## src/rtl/bedc_pkg.sv

```systemverilog
`default_nettype none

package bedc_pkg;

  // Longest string kept per side
  localparam int unsigned MAX_LEN = 32;

  // Widths derived from the string length
  localparam int unsigned ADDR_W = (MAX_LEN > 1) ? $clog2(MAX_LEN) : 1;
  localparam int unsigned LEN_W  = $clog2(MAX_LEN + 1);
  localparam int unsigned COST_W = LEN_W;

  // Fixed field widths
  localparam int unsigned SYM_W  = 8;
  localparam int unsigned MODE_W = 2;
  localparam int unsigned DIST_W = 6;
  localparam int unsigned CMP_W  = (COST_W > DIST_W) ? COST_W : DIST_W;

  // Largest value the distance field can show
  localparam logic [DIST_W-1:0] DIST_FIELD_MAX = '1;

  // Input beat kinds carried on tuser
  typedef enum logic [MODE_W-1:0] {
    MODE_FIRST  = 2'd0,
    MODE_SECOND = 2'd1,
    MODE_EVAL   = 2'd2,
    MODE_NONE   = 2'd3
  } mode_e;

  // Control sequencer, one-hot
  typedef enum logic [4:0] {
    ST_IDLE  = 5'b00001,
    ST_FETCH = 5'b00010,
    ST_SWEEP = 5'b00100,
    ST_TAIL  = 5'b01000,
    ST_DONE  = 5'b10000
  } state_e;

endpackage

`default_nettype wire

```

## src/rtl/bedc_ram.sv

```systemverilog
`default_nettype none

module bedc_ram #(
  parameter int unsigned WIDTH = 8,
  parameter int unsigned DEPTH = 32
) (
  input  wire logic                                          clk_i,
  input  wire logic                                          we_i,
  input  wire logic [((DEPTH > 1) ? $clog2(DEPTH) : 1)-1:0] waddr_i,
  input  wire logic [WIDTH-1:0]                              wdata_i,
  input  wire logic                                          re_i,
  input  wire logic [((DEPTH > 1) ? $clog2(DEPTH) : 1)-1:0] raddr_i,
  output logic      [WIDTH-1:0]                              rdata_o
);

  logic [WIDTH-1:0] mem_q [DEPTH];

  // One write port
  always_ff @(posedge clk_i) begin
    if (we_i) begin
      mem_q[waddr_i] <= wdata_i;
    end
  end

  // Registered read; data holds while not enabled
  always_ff @(posedge clk_i) begin
    if (re_i) begin
      rdata_o <= mem_q[raddr_i];
    end
  end

endmodule

`default_nettype wire

```

## src/rtl/bounded_edit_distance_check_core.sv

```systemverilog
`default_nettype none

// Levenshtein distance checker. Load beats (tuser 0: first string, 1: second
// string) are taken one per cycle while idle and append the byte on tdata; a
// string that is offered more than MAX_LEN bytes keeps its first MAX_LEN and
// flags overflow. An evaluate beat (tuser 2) runs the row-by-row recurrence
// through the cost-row memory, one cell per cycle: each row opens with a fetch
// state and then sweeps its cells, each taking its left neighbor from the cell
// before; a tail state follows the last row, and an empty string goes straight
// to the result. A result still waiting on the master side holds the sequencer
// until it is taken. One result beat then gives within, distance and overflow,
// and both strings are cleared. Load beats are accepted while a result waits
// on the master side; tuser 3 is dropped.
module bounded_edit_distance_check_core
  import bedc_pkg::*;
(
  input  wire logic              clk_i,
  input  wire logic              rst_ni,
  // slave side
  input  wire logic              s_axis_tvalid,
  output logic                   s_axis_tready,
  input  wire logic [7:0]        s_axis_tdata,   // [7:0] symbol
  input  wire logic [1:0]        s_axis_tuser,   // [1:0] mode
  // master side
  output logic                   m_axis_tvalid,
  input  wire logic              m_axis_tready,
  output logic      [7:0]        m_axis_tdata,   // [0] within_res, [6:1] distance, [7] overflow
  // configuration
  input  wire logic              cfg_valid_i,
  output logic                   cfg_ready_o,
  input  wire logic [DIST_W-1:0] cfg_data_i      // max_distance
);

  state_e state_q, state_d;

  logic [DIST_W-1:0] max_dist_q;
  logic [LEN_W-1:0]  first_len_q, second_len_q;
  logic              too_long_q;

  logic [ADDR_W-1:0] row_q, col_q;
  logic              ex_valid_q;
  logic [ADDR_W-1:0] ex_col_q;
  logic              ex_first_q;
  logic [COST_W-1:0] left_q, diag_q, dist_q;

  logic              out_valid_q;
  logic [7:0]        out_data_q;

  logic [SYM_W-1:0]  a_sym, b_sym;
  logic [COST_W-1:0] cost_rdata, up_cost, new_cost, min_ud, min_all;

  logic              in_beat, cfg_beat, out_free;
  mode_e             in_mode;
  logic              first_full, second_full;
  logic              col_last, row_last;
  logic [CMP_W-1:0]  dist_cmp, max_cmp;
  logic [DIST_W-1:0] dist_shown;

  assign in_beat   = s_axis_tvalid & s_axis_tready;
  assign cfg_beat  = cfg_valid_i & cfg_ready_o;
  assign in_mode   = mode_e'(s_axis_tuser);
  assign out_free  = ~out_valid_q | m_axis_tready;

  assign s_axis_tready = (state_q == ST_IDLE);
  assign cfg_ready_o   = 1'b1;
  assign m_axis_tvalid = out_valid_q;
  assign m_axis_tdata  = out_data_q;

  assign first_full  = (first_len_q == LEN_W'(MAX_LEN));
  assign second_full = (second_len_q == LEN_W'(MAX_LEN));
  assign col_last    = ((LEN_W'(col_q) + 1'b1) == second_len_q);
  assign row_last    = ((LEN_W'(row_q) + 1'b1) == first_len_q);

  // Symbol and cost storage
  bedc_ram #(.WIDTH(SYM_W), .DEPTH(MAX_LEN)) u_first_ram (
    .clk_i   (clk_i),
    .we_i    (in_beat && in_mode == MODE_FIRST && !first_full),
    .waddr_i (first_len_q[ADDR_W-1:0]),
    .wdata_i (s_axis_tdata),
    .re_i    (state_q == ST_FETCH),
    .raddr_i (row_q),
    .rdata_o (a_sym)
  );

  bedc_ram #(.WIDTH(SYM_W), .DEPTH(MAX_LEN)) u_second_ram (
    .clk_i   (clk_i),
    .we_i    (in_beat && in_mode == MODE_SECOND && !second_full),
    .waddr_i (second_len_q[ADDR_W-1:0]),
    .wdata_i (s_axis_tdata),
    .re_i    (state_q == ST_SWEEP),
    .raddr_i (col_q),
    .rdata_o (b_sym)
  );

  // Entry j-1 holds the cost of column j; column 0 is the row index itself
  bedc_ram #(.WIDTH(COST_W), .DEPTH(MAX_LEN)) u_cost_ram (
    .clk_i   (clk_i),
    .we_i    (ex_valid_q),
    .waddr_i (ex_col_q),
    .wdata_i (new_cost),
    .re_i    (state_q == ST_SWEEP),
    .raddr_i (col_q),
    .rdata_o (cost_rdata)
  );

  // DP cell: the row above is implicit (j) on the first row
  always_comb begin
    up_cost  = ex_first_q ? (COST_W'(ex_col_q) + 1'b1) : cost_rdata;
    min_ud   = (up_cost < diag_q) ? up_cost : diag_q;
    min_all  = (left_q < min_ud) ? left_q : min_ud;
    new_cost = (a_sym == b_sym) ? diag_q : (min_all + 1'b1);
  end

  // Result fields
  always_comb begin
    dist_cmp   = CMP_W'(dist_q);
    max_cmp    = CMP_W'(max_dist_q);
    dist_shown = (dist_cmp > CMP_W'(DIST_FIELD_MAX)) ? DIST_FIELD_MAX : DIST_W'(dist_q);
  end

  // Sequencer
  always_comb begin
    state_d = state_q;
    unique case (state_q)
      ST_IDLE: begin
        if (in_beat && in_mode == MODE_EVAL) begin
          if (first_len_q == '0 || second_len_q == '0) begin
            state_d = ST_DONE;
          end else begin
            state_d = ST_FETCH;
          end
        end
      end
      ST_FETCH: state_d = ST_SWEEP;
      ST_SWEEP: begin
        if (col_last) begin
          state_d = row_last ? ST_TAIL : ST_FETCH;
        end
      end
      ST_TAIL:  state_d = ST_DONE;
      ST_DONE:  begin
        if (out_free) begin
          state_d = ST_IDLE;
        end
      end
      default:  state_d = ST_IDLE;
    endcase
  end

  always_ff @(posedge clk_i or negedge rst_ni) begin
    if (!rst_ni) begin
      state_q <= ST_IDLE;
    end else begin
      state_q <= state_d;
    end
  end

  // Configuration register
  always_ff @(posedge clk_i or negedge rst_ni) begin
    if (!rst_ni) begin
      max_dist_q <= DIST_W'(1);
    end else if (cfg_beat) begin
      max_dist_q <= cfg_data_i;
    end
  end

  // String lengths and overflow flag
  always_ff @(posedge clk_i or negedge rst_ni) begin
    if (!rst_ni) begin
      first_len_q  <= '0;
      second_len_q <= '0;
      too_long_q   <= 1'b0;
    end else if (state_q == ST_DONE && out_free) begin
      first_len_q  <= '0;
      second_len_q <= '0;
      too_long_q   <= 1'b0;
    end else if (in_beat) begin
      case (in_mode)
        MODE_FIRST: begin
          if (first_full) too_long_q <= 1'b1;
          else            first_len_q <= first_len_q + 1'b1;
        end
        MODE_SECOND: begin
          if (second_full) too_long_q <= 1'b1;
          else             second_len_q <= second_len_q + 1'b1;
        end
        default: ;
      endcase
    end
  end

  // Row and column walkers
  always_ff @(posedge clk_i or negedge rst_ni) begin
    if (!rst_ni) begin
      row_q <= '0;
      col_q <= '0;
    end else begin
      unique case (state_q)
        ST_IDLE:  begin
          row_q <= '0;
          col_q <= '0;
        end
        ST_FETCH: col_q <= '0;
        ST_SWEEP: begin
          col_q <= col_q + 1'b1;
          if (col_last) row_q <= row_q + 1'b1;
        end
        default: ;
      endcase
    end
  end

  // Execute stage follows each issued column in the next cycle
  always_ff @(posedge clk_i or negedge rst_ni) begin
    if (!rst_ni) begin
      ex_valid_q <= 1'b0;
    end else begin
      ex_valid_q <= (state_q == ST_SWEEP);
    end
  end

  // Column and first-row mark travel with the cell
  always_ff @(posedge clk_i) begin
    if (state_q == ST_SWEEP) begin
      ex_col_q   <= col_q;
      ex_first_q <= (row_q == '0);
    end
  end

  // Left and diagonal neighbors; row start overrides the last cell's update
  always_ff @(posedge clk_i) begin
    if (state_q == ST_FETCH) begin
      left_q <= COST_W'(row_q) + 1'b1;
      diag_q <= COST_W'(row_q);
    end else if (ex_valid_q) begin
      left_q <= new_cost;
      diag_q <= up_cost;
    end
  end

  // Distance: last computed cell, or the other length when one string is empty
  always_ff @(posedge clk_i) begin
    if (in_beat && in_mode == MODE_EVAL) begin
      dist_q <= COST_W'(first_len_q | second_len_q);
    end else if (ex_valid_q) begin
      dist_q <= new_cost;
    end
  end

  // Output register
  always_ff @(posedge clk_i or negedge rst_ni) begin
    if (!rst_ni) begin
      out_valid_q <= 1'b0;
    end else if (state_q == ST_DONE && out_free) begin
      out_valid_q <= 1'b1;
    end else if (m_axis_tready) begin
      out_valid_q <= 1'b0;
    end
  end

  always_ff @(posedge clk_i) begin
    if (state_q == ST_DONE && out_free) begin
      out_data_q <= {too_long_q, dist_shown, (!too_long_q && dist_cmp <= max_cmp)};
    end
  end

endmodule

`default_nettype wire
```

## config.mk

```make
export PLATFORM = sky130hd
export DESIGN_NAME = bounded_edit_distance_check_core
export DESIGN_NICKNAME = d
export VERILOG_FILES = /design/src/rtl/bedc_pkg.sv /design/src/rtl/bedc_ram.sv /design/src/rtl/bounded_edit_distance_check_core.sv
export SDC_FILE = /design/constraint.sdc
export NUM_CORES = 1
export LEC_CHECK = 0
export BUFFER_PORTS_ARGS = -buffer_cell sky130_fd_sc_hd__clkbuf_2
export CELL_PAD_IN_SITES_DETAIL_PLACEMENT = 1
export CELL_PAD_IN_SITES_GLOBAL_PLACEMENT = 1
export CORE_MARGIN = 1.5
export CORE_UTILIZATION = 40
export DETAILED_ROUTE_END_ITERATION = 6
export PLACE_DENSITY_LB_ADDON = 0.1
export SETUP_SLACK_MARGIN = 0.02
export SLEW_MARGIN = 10
export SYNTH_ARGS = -nofsm -noshare
export SYNTH_HDL_FRONTEND = slang
export SYNTH_SLANG_ARGS = --single-unit
```

## constraint.sdc

```tcl
create_clock -name clk_i -period 12.8 [get_ports clk_i]
set_input_delay 0.64 -clock clk_i [delete_from_list [all_inputs] [get_ports clk_i]]
set_output_delay 0.64 -clock clk_i [all_outputs]
set_load 0.03 [all_outputs]
```

==> out/qor.yml, run 1 <==
status: "completed"
pre_cts_ws_ns: 6.843
grt_max_degree: 65
gp_congestion: 0.8073
synth_fp_nets: 1936
yosysWarnings: 0
layout-drive-gt1-share: 0.1897
yosysUniqueCellTypes: 71
antenna_found_initial: 1
cts_setup_buffers: 0
critPathArrivalTime_ns: 6.16
grt_usage: 0.2012
place_hpwl_mm: 50.68
p_clk_frac: 0.430
dr_total_vias: 16855
ir_drop_v: 0.0001084
start_util: 0.4043
die_h_um: 288.3
start_kind: "flop"
avgSynthCellArea_um2: 17.29
cts_resized: 0
clk_latency_ns: 0.63
fin_ws_ns: 6.827
synthTopCellsByCount: "edfxtp_1 (757), nor2_1 (139), mux4_2 (119)"
n_antenna_cell: 0
p_comb_frac: 0.063
required_ns: 12.99
io_pins: 32
pwr-share-seq: 0.507
rsz0062_at_grt: "false"
viasPerCell: 5.521
hold_viol: 0
fin_tns_setup_ns: 0
ant_nets: 0
skew_ns: 0.02237
die_x_um: 288.3
powerDensity_nw_per_um2: 159.2
crit_type: "flop to flop"
clk_path_buf_depth: 3
hp-class: "input port to async pin"
cts_tree: "built"
post-route-drc-count: 0
wl_mm: 81.78
synth_edf_count: 757
firstDrtPassIters: 5
tightest_slew_ns: 1.111
coreArea_um2: 80550
path_max_fanout: 32
netlist_instances: 1883
ys_seq_elements: 794
cts_buffers: 84
dieArea_um2: 83130
max_freq_ghz: 0.1674
leakagePower_nw: 11.31
intPower_mw: 4.530
synth_top_area_frac: 0.6980
grt_pass1_vias: 18147
ys.flop_type: "edfxtp_1"
cts-root-buf: "clkbuf_16"
post-route-period-util: 0.4666
grt_pass1_wl_mm: 122.5
maxSlewViolCount: 0
maxCapViolations: 0
syn_to_final_growth_pct: 12.57
netlist_top_cells_area: "edfxtp_1 (70%), mux4_2 (8.2%), mux2i_1 (3.6%), dfrtp_1 (2.6%), nor2_1 (1.6%)"
num_rows: 104
async_flop_share: 0.04534
hold_buffers: 0
synth_most_common_cell: "edfxtp_1"
path_clk_slew_ns: 0.06
yosys.area.top_type: "edfxtp_1"
clock_sinks: 794
port_buffers: 30
switching_share: 0.2239
seq_area_frac_synth: 0.7264
post_drt_wl_per_cell_um: 26.79
end_kind: "flop"
grt-ovfl-total: 0
synth.cell_area_um2: 32560
final_nets: 1978
p_sw_mw: 1.307
slew-limit-headroom: 0.2575
initialDrtViolationCount: 1134
fin_crit_ns: 5.973
htreeDepth: 3
setup_viol: 0
[worst max-delay path, cell delays in order, from the launching register on]
cell and delay [ns]:
edfxtp_1 0.55, nand3_1 0.17, xor2_1 0.17, a21oi_1 0.36
ha_1 0.33, a21oi_1 0.21, o21ai_0 0.19, nor2_2 0.35
mux2i_1 0.51, ha_1 0.34, a21oi_1 0.20, o21ai_0 0.16
nor2_1 0.31, nor2_1 0.15, or2_2 0.37, inv_1 0.11
ha_1 0.23, a21oi_1 0.27, inv_1 0.51
[state kept, by name, summed over array words and instances, names as in the netlist, 6 cells and up]
signal,flops
u_first_ram.rdata_o,8
u_cost_ram.rdata_o,6
dist_cmp,6
m_axis_tdata,8
max_cmp,6
second_len_q,6
u_second_ram.rdata_o,8
u_second_ram.mem_q,256
diag_q,6
left_q,6
u_cost_ram.mem_q,192
first_len_q,6
u_first_ram.mem_q,256
[per-stage QoR]
stage	utilization	cells	cell area, um^2	power, mW	hold slack, ns
6_report	0.4551	3053	36660	5.836	0.06640
4_1_cts	0.4551	3053	36660	5.908	0.06269
2_1_floorplan	-	1883	32570	3.225	0.3444
5_1_grt	0.4551	3053	36660	6.018	0.09769
3_3_place_gp	0.4200	2899	33830	3.375	0.5398
3_5_place_dp	0.4200	2899	33830	3.388	0.5626
[cell type report]
| cell class | instances | area, um^2 |
|---|---|---|
| multi-input combinational | 953 | 8354 |
| fill | 7637 | 43890 |
| timing repair buffer | 57 | 352.8 |
| clock inverter | 53 | 605.6 |
| sequential | 794 | 23670 |
| tap | 1060 | 1326 |
| clock buffer | 101 | 2218 |
| inverter | 35 | 131.4 |
[power by group through the flow]
stage               clock [mW]  combinational (mW)  sequential (mW)
floorplan                    0               0.228             3.00
global placement             0               0.362             3.01
detailed placement           0               0.373             3.02
CTS                       2.57               0.374             2.96
global route              2.65               0.404             2.96
finish                    2.51               0.366             2.96
[kinds of logic after synthesis]
group           synth area share
other cells            0.0001152
compound gates           0.05187
mux                       0.1330
simple gates             0.04979
flops                     0.7264
xor+xnor                0.009144
buf+inv                  0.01740
fa+ha+maj                0.01229
[layout by cell type, fill, tap and decap left out, types with 8 or more instances in the layout]
cell / synthesis / layout
edfxtp_1: 757 / 757
nor2_1: 139 / 138
mux4_2: 119 / 119
mux2i_1: 118 / 118
nand2_1: 112 / 112
clkbuf_16: 0 / 86
o21ai_0: 71 / 71
a21oi_1: 70 / 69
o221ai_1: 55 / 55
mux2_2: 39 / 39
inv_1: 34 / 34
ha_1: 32 / 32
clkbuf_2: 0 / 30
dfrtp_1: 34 / 27
buf_4: 5 / 27
o22ai_1: 23 / 23
xor2_1: 21 / 21
clkinv_1: 0 / 19
nand3_1: 16 / 16
clkinv_2: 0 / 16
clkbuf_1: 53 / 14
xnor2_1: 13 / 13
bufinv_16: 0 / 13
nand3b_1: 10 / 10
o21a_1: 10 / 10
or3_1: 8 / 8
[worst paths after layout]
| check | from | end | slack [ns] | cells after the start |
|---|---|---|---|---|
| max in group asynchronous | rst_ni | col_q[0] | 12.28 | 2 |
| worst max-delay path | ex_col_q[2] | u_cost_ram.mem_q[7][1] | 6.83 | 18 |
| worst min-delay path | rst_ni | max_cmp[2] | 0.07 | 2 |
| worst max register to register | ex_col_q[2] | u_cost_ram.mem_q[7][1] | 6.83 | 18 |
| worst min register to register | max_cmp[4] | max_cmp[4] | 0.56 | 2 |
| min in group clk_i | cfg_data_i[4] | max_cmp[4] | 0.23 | 3 |
[layer usage]
metal / vias to the layer above / wire [um] / track usage
li1: 7545 / - / -
met1: 8916 / 36060 / 0.2704
met2: 262 / 41450 / 0.3447
met3: 130 / 2245 / 0.02457
met4: 2 / 2023 / 0.05720
met5: - / 7 / 0
Note: power is estimated with default switching activity, not from simulation.
==> inputs of run 2 (changes only) <==
- ABC_AREA: not set -> 1
- clock period: 12.8 -> 4.8 ns (I/O delays scaled with it)
==> out/qor.yml, run 2 <==
grt_pass1_vias: 22332  # +23%
path_clk_slew_ns: 0.06  # about the same
r2r_start: "ex_col_q[0]"
grt_pass1_wl_mm: 140.5  # +15%
fill_cells: 8300  # +8.7%
tightest_slew_ns: 1.083  # -0.02878 ns
fin_crit_ns: 4.493  # -1.479 ns
cts_buffers: 85  # +1.2%
ant_nets: 0  # unchanged
path_max_fanout: 32  # unchanged
crit_family: "simple AND/OR/NAND/NOR gates"
crit_type: "flop to flop"
cts-root-buf: "clkbuf_16"
die_x_um: 289.4  # +0.36%
start_kind: "flop"
hp-class: "input port to flop"
post_drt_wl_per_cell_um: 24.28  # -9.4%
cp_num_cells: 27  # +9
required_ns: 5.16  # -7.83 ns
yosysUniqueCellTypes: 55  # -23%
cp.buffers_inverters: 4  # +2
final_common_cell: "edfxtp_1"
multi_input_area_um2: 8175  # -2.1%
reg_top3: "u_first_ram.mem_q (256), u_second_ram.mem_q (256), u_cost_ram.mem_q (192)"
yosys.area.top_type: "edfxtp_1"
port_buffers: 30  # unchanged
final_nets: 2743  # +39%
die_h_um: 289.4  # +0.36%
holdPathStages: 2
start_util: 0.4060  # +0.001671
firstDrtPassIters: 7  # +2
r2r_slack_ns: 0.31  # -6.52 ns
stdcell_count: 3812  # +25%
synth_top_area_frac: 0.6929  # -0.005112
viasPerCell: 5.598  # +1.4%
maxSlewViolCount: 0  # unchanged
final_cell_mix: "edfxtp_1 (757), nor2_1 (583), o21ai_0 (455)"
setup_viol: 0  # unchanged
leakagePower_nw: 12.43  # +9.9%
skew_ns: 0.02487  # +0.002496 ns
io_pins: 32  # unchanged
end_kind: "flop"
seq_area_frac_synth: 0.7211  # -0.005319
gp_congestion: 0.8331  # +3.2%
clk_latency_ns: 0.64  # about the same
worstSetupStartpoint: "ex_col_q[0]"
coreArea_um2: 80810  # +0.32%
synthTopCellsByCount: "edfxtp_1 (757), nor2_1 (583), o21ai_0 (459)"
dr_total_vias: 21339  # +27%
synth_edf_count: 757  # unchanged
dieArea_um2: 83740  # +0.73%
avgSynthCellArea_um2: 12.25  # -29%
ff2ff_path_depth: 27  # +9
synth_fp_nets: 2732  # +41%
violations: "design-rule violations"
seq_area_um2: 23670  # unchanged
netlist_instances: 2679  # +42%
synth.cell_area_um2: 32810  # +0.74%
maxCapViolations: 0  # unchanged
max_stage_delay_ns: 0.44  # -0.11 ns
dp_cells: 3643  # +26%
netlist_top_cells_area: "edfxtp_1 (69%), o21ai_0 (7.0%), nor2_1 (6.7%), o22ai_1 (3.9%), dfrtp_1 (2.6%)"
slew-limit-headroom: 0.2756  # +0.01805
grt_max_degree: 129  # +98%
layout-drive-gt1-share: 0.09738  # -0.09228
wl_mm: 92.56  # +13%
max_freq_ghz: 0.2225  # +33%
totalPowerFinal_mw: 19.66  # +240%
synth_most_common_cell: "edfxtp_1"
antenna_found_initial: 0  # -1
n_antenna_cell: 0  # unchanged
ir_drop_v: 0.0004586  # +320%
num_rows: 104  # unchanged
initialDrtViolationCount: 1508  # +33%
ys.flop_type: "edfxtp_1"
ys_seq_elements: 794  # unchanged
grt_usage: 0.2229  # +0.02166
clk_path_buf_depth: 3  # unchanged
clock_sinks: 794  # unchanged
syn_to_final_growth_pct: 12.74
reg2reg_to: "u_cost_ram.mem_q[11][1]"
yosysWarnings: 0  # unchanged
status: "finished with violations"
cpMostUsedCell: "nand2_1"
hold_viol: 0  # unchanged
grt-ovfl-total: 0  # unchanged
post-route-period-util: 0.9361  # +0.4695
htreeDepth: 3  # unchanged
async_flop_share: 0.04534  # unchanged
powerDensity_nw_per_um2: 531.7  # +230%
place_hpwl_mm: 55.38  # +9.3%
critPathArrivalTime_ns: 4.85  # -1.31 ns
cts_tree: "built"
crit_end: "u_cost_ram.mem_q[11][1]"
crit_slowest_cell: "edfxtp_1"
final_core_util: 0.4577  # +0.002576
post-route-drc-count: 2  # +2
run 2: stage by stage:
stage	setup TNS (ns)	worst slack [ns]	hold slack, ns	area (um^2)
finish	0	0.3066	0.05331	36980
global route	-0.5264	-0.02793	0.05353	36980
CTS	0	0.07578	0.005438	36900
detailed placement	-2.276	-0.07246	0.3447	34000
global placement	0	0.04719	0.3506	34000
floorplan	0	0.05874	-0.05559	32810
run 2: cell type report:
cell class	count	area share
tap	1060	0.03586
timing repair buffer	89	0.01898
inverter	100	0.01039
multi-input combinational	1620	0.2210
sequential	794	0.6400
clock inverter	47	0.01394
clock buffer	102	0.05981
run 2: where the power goes:
group	internal, mW	switching [mW]
registers	8.93	0.237
clock network	3.82	2.71
logic	1.06	2.90
total	13.8	5.85
run 2: worst min-delay path by stage:
stage / startpoint / endpoint / slack, ns
after global placement: rst_ni / max_cmp[4] / 0.35
after global routing: s_axis_tdata[1] / u_first_ram.mem_q[11][1] / 0.05
after CTS: cfg_valid_i / max_cmp[0] / 0.005
after floorplan: rst_ni / col_q[0] / -0.06
after detailed placement: rst_ni / max_cmp[5] / 0.34
final: cfg_valid_i / max_cmp[0] / 0.05
run 2: logic make-up after synthesis:
kind of cell	count (synthesis)	synth area share
AOI/OAI and AO/OA	741	0.1263
DFF	794	0.7211
muxes	1	0.0003432
xor gates and xnor gates	17	0.004539
other	1	0.0001143
buffers and inverters	266	0.03189
adders and majority gates	32	0.01220
and+or+nand+nor	827	0.1035
run 2: routing by layer:
| layer | GRT usage | part of all wire | routed length [um] | vias up |
|---|---|---|---|---|
| met2 | 0.3683 | 0.49 | 44910 | 412 |
| met4 | 0.06615 | 0.023 | 2108 | 0 |
| li1 | - | - | - | 9790 |
| met3 | 0.02787 | 0.040 | 3726 | 125 |
| met1 | 0.3084 | 0.45 | 41820 | 11012 |
| met5 | 0 | 0 | 0 | - |
run 2: timing repair:
item                       4_1_cts  5_1_grt
pin swaps                        0        1
resized for setup                4       14
gates cloned                     0        1
setup endpoints to repair       32      142
hold endpoints to repair        41        0
setup buffers                    0        2
hold buffers                    17        0
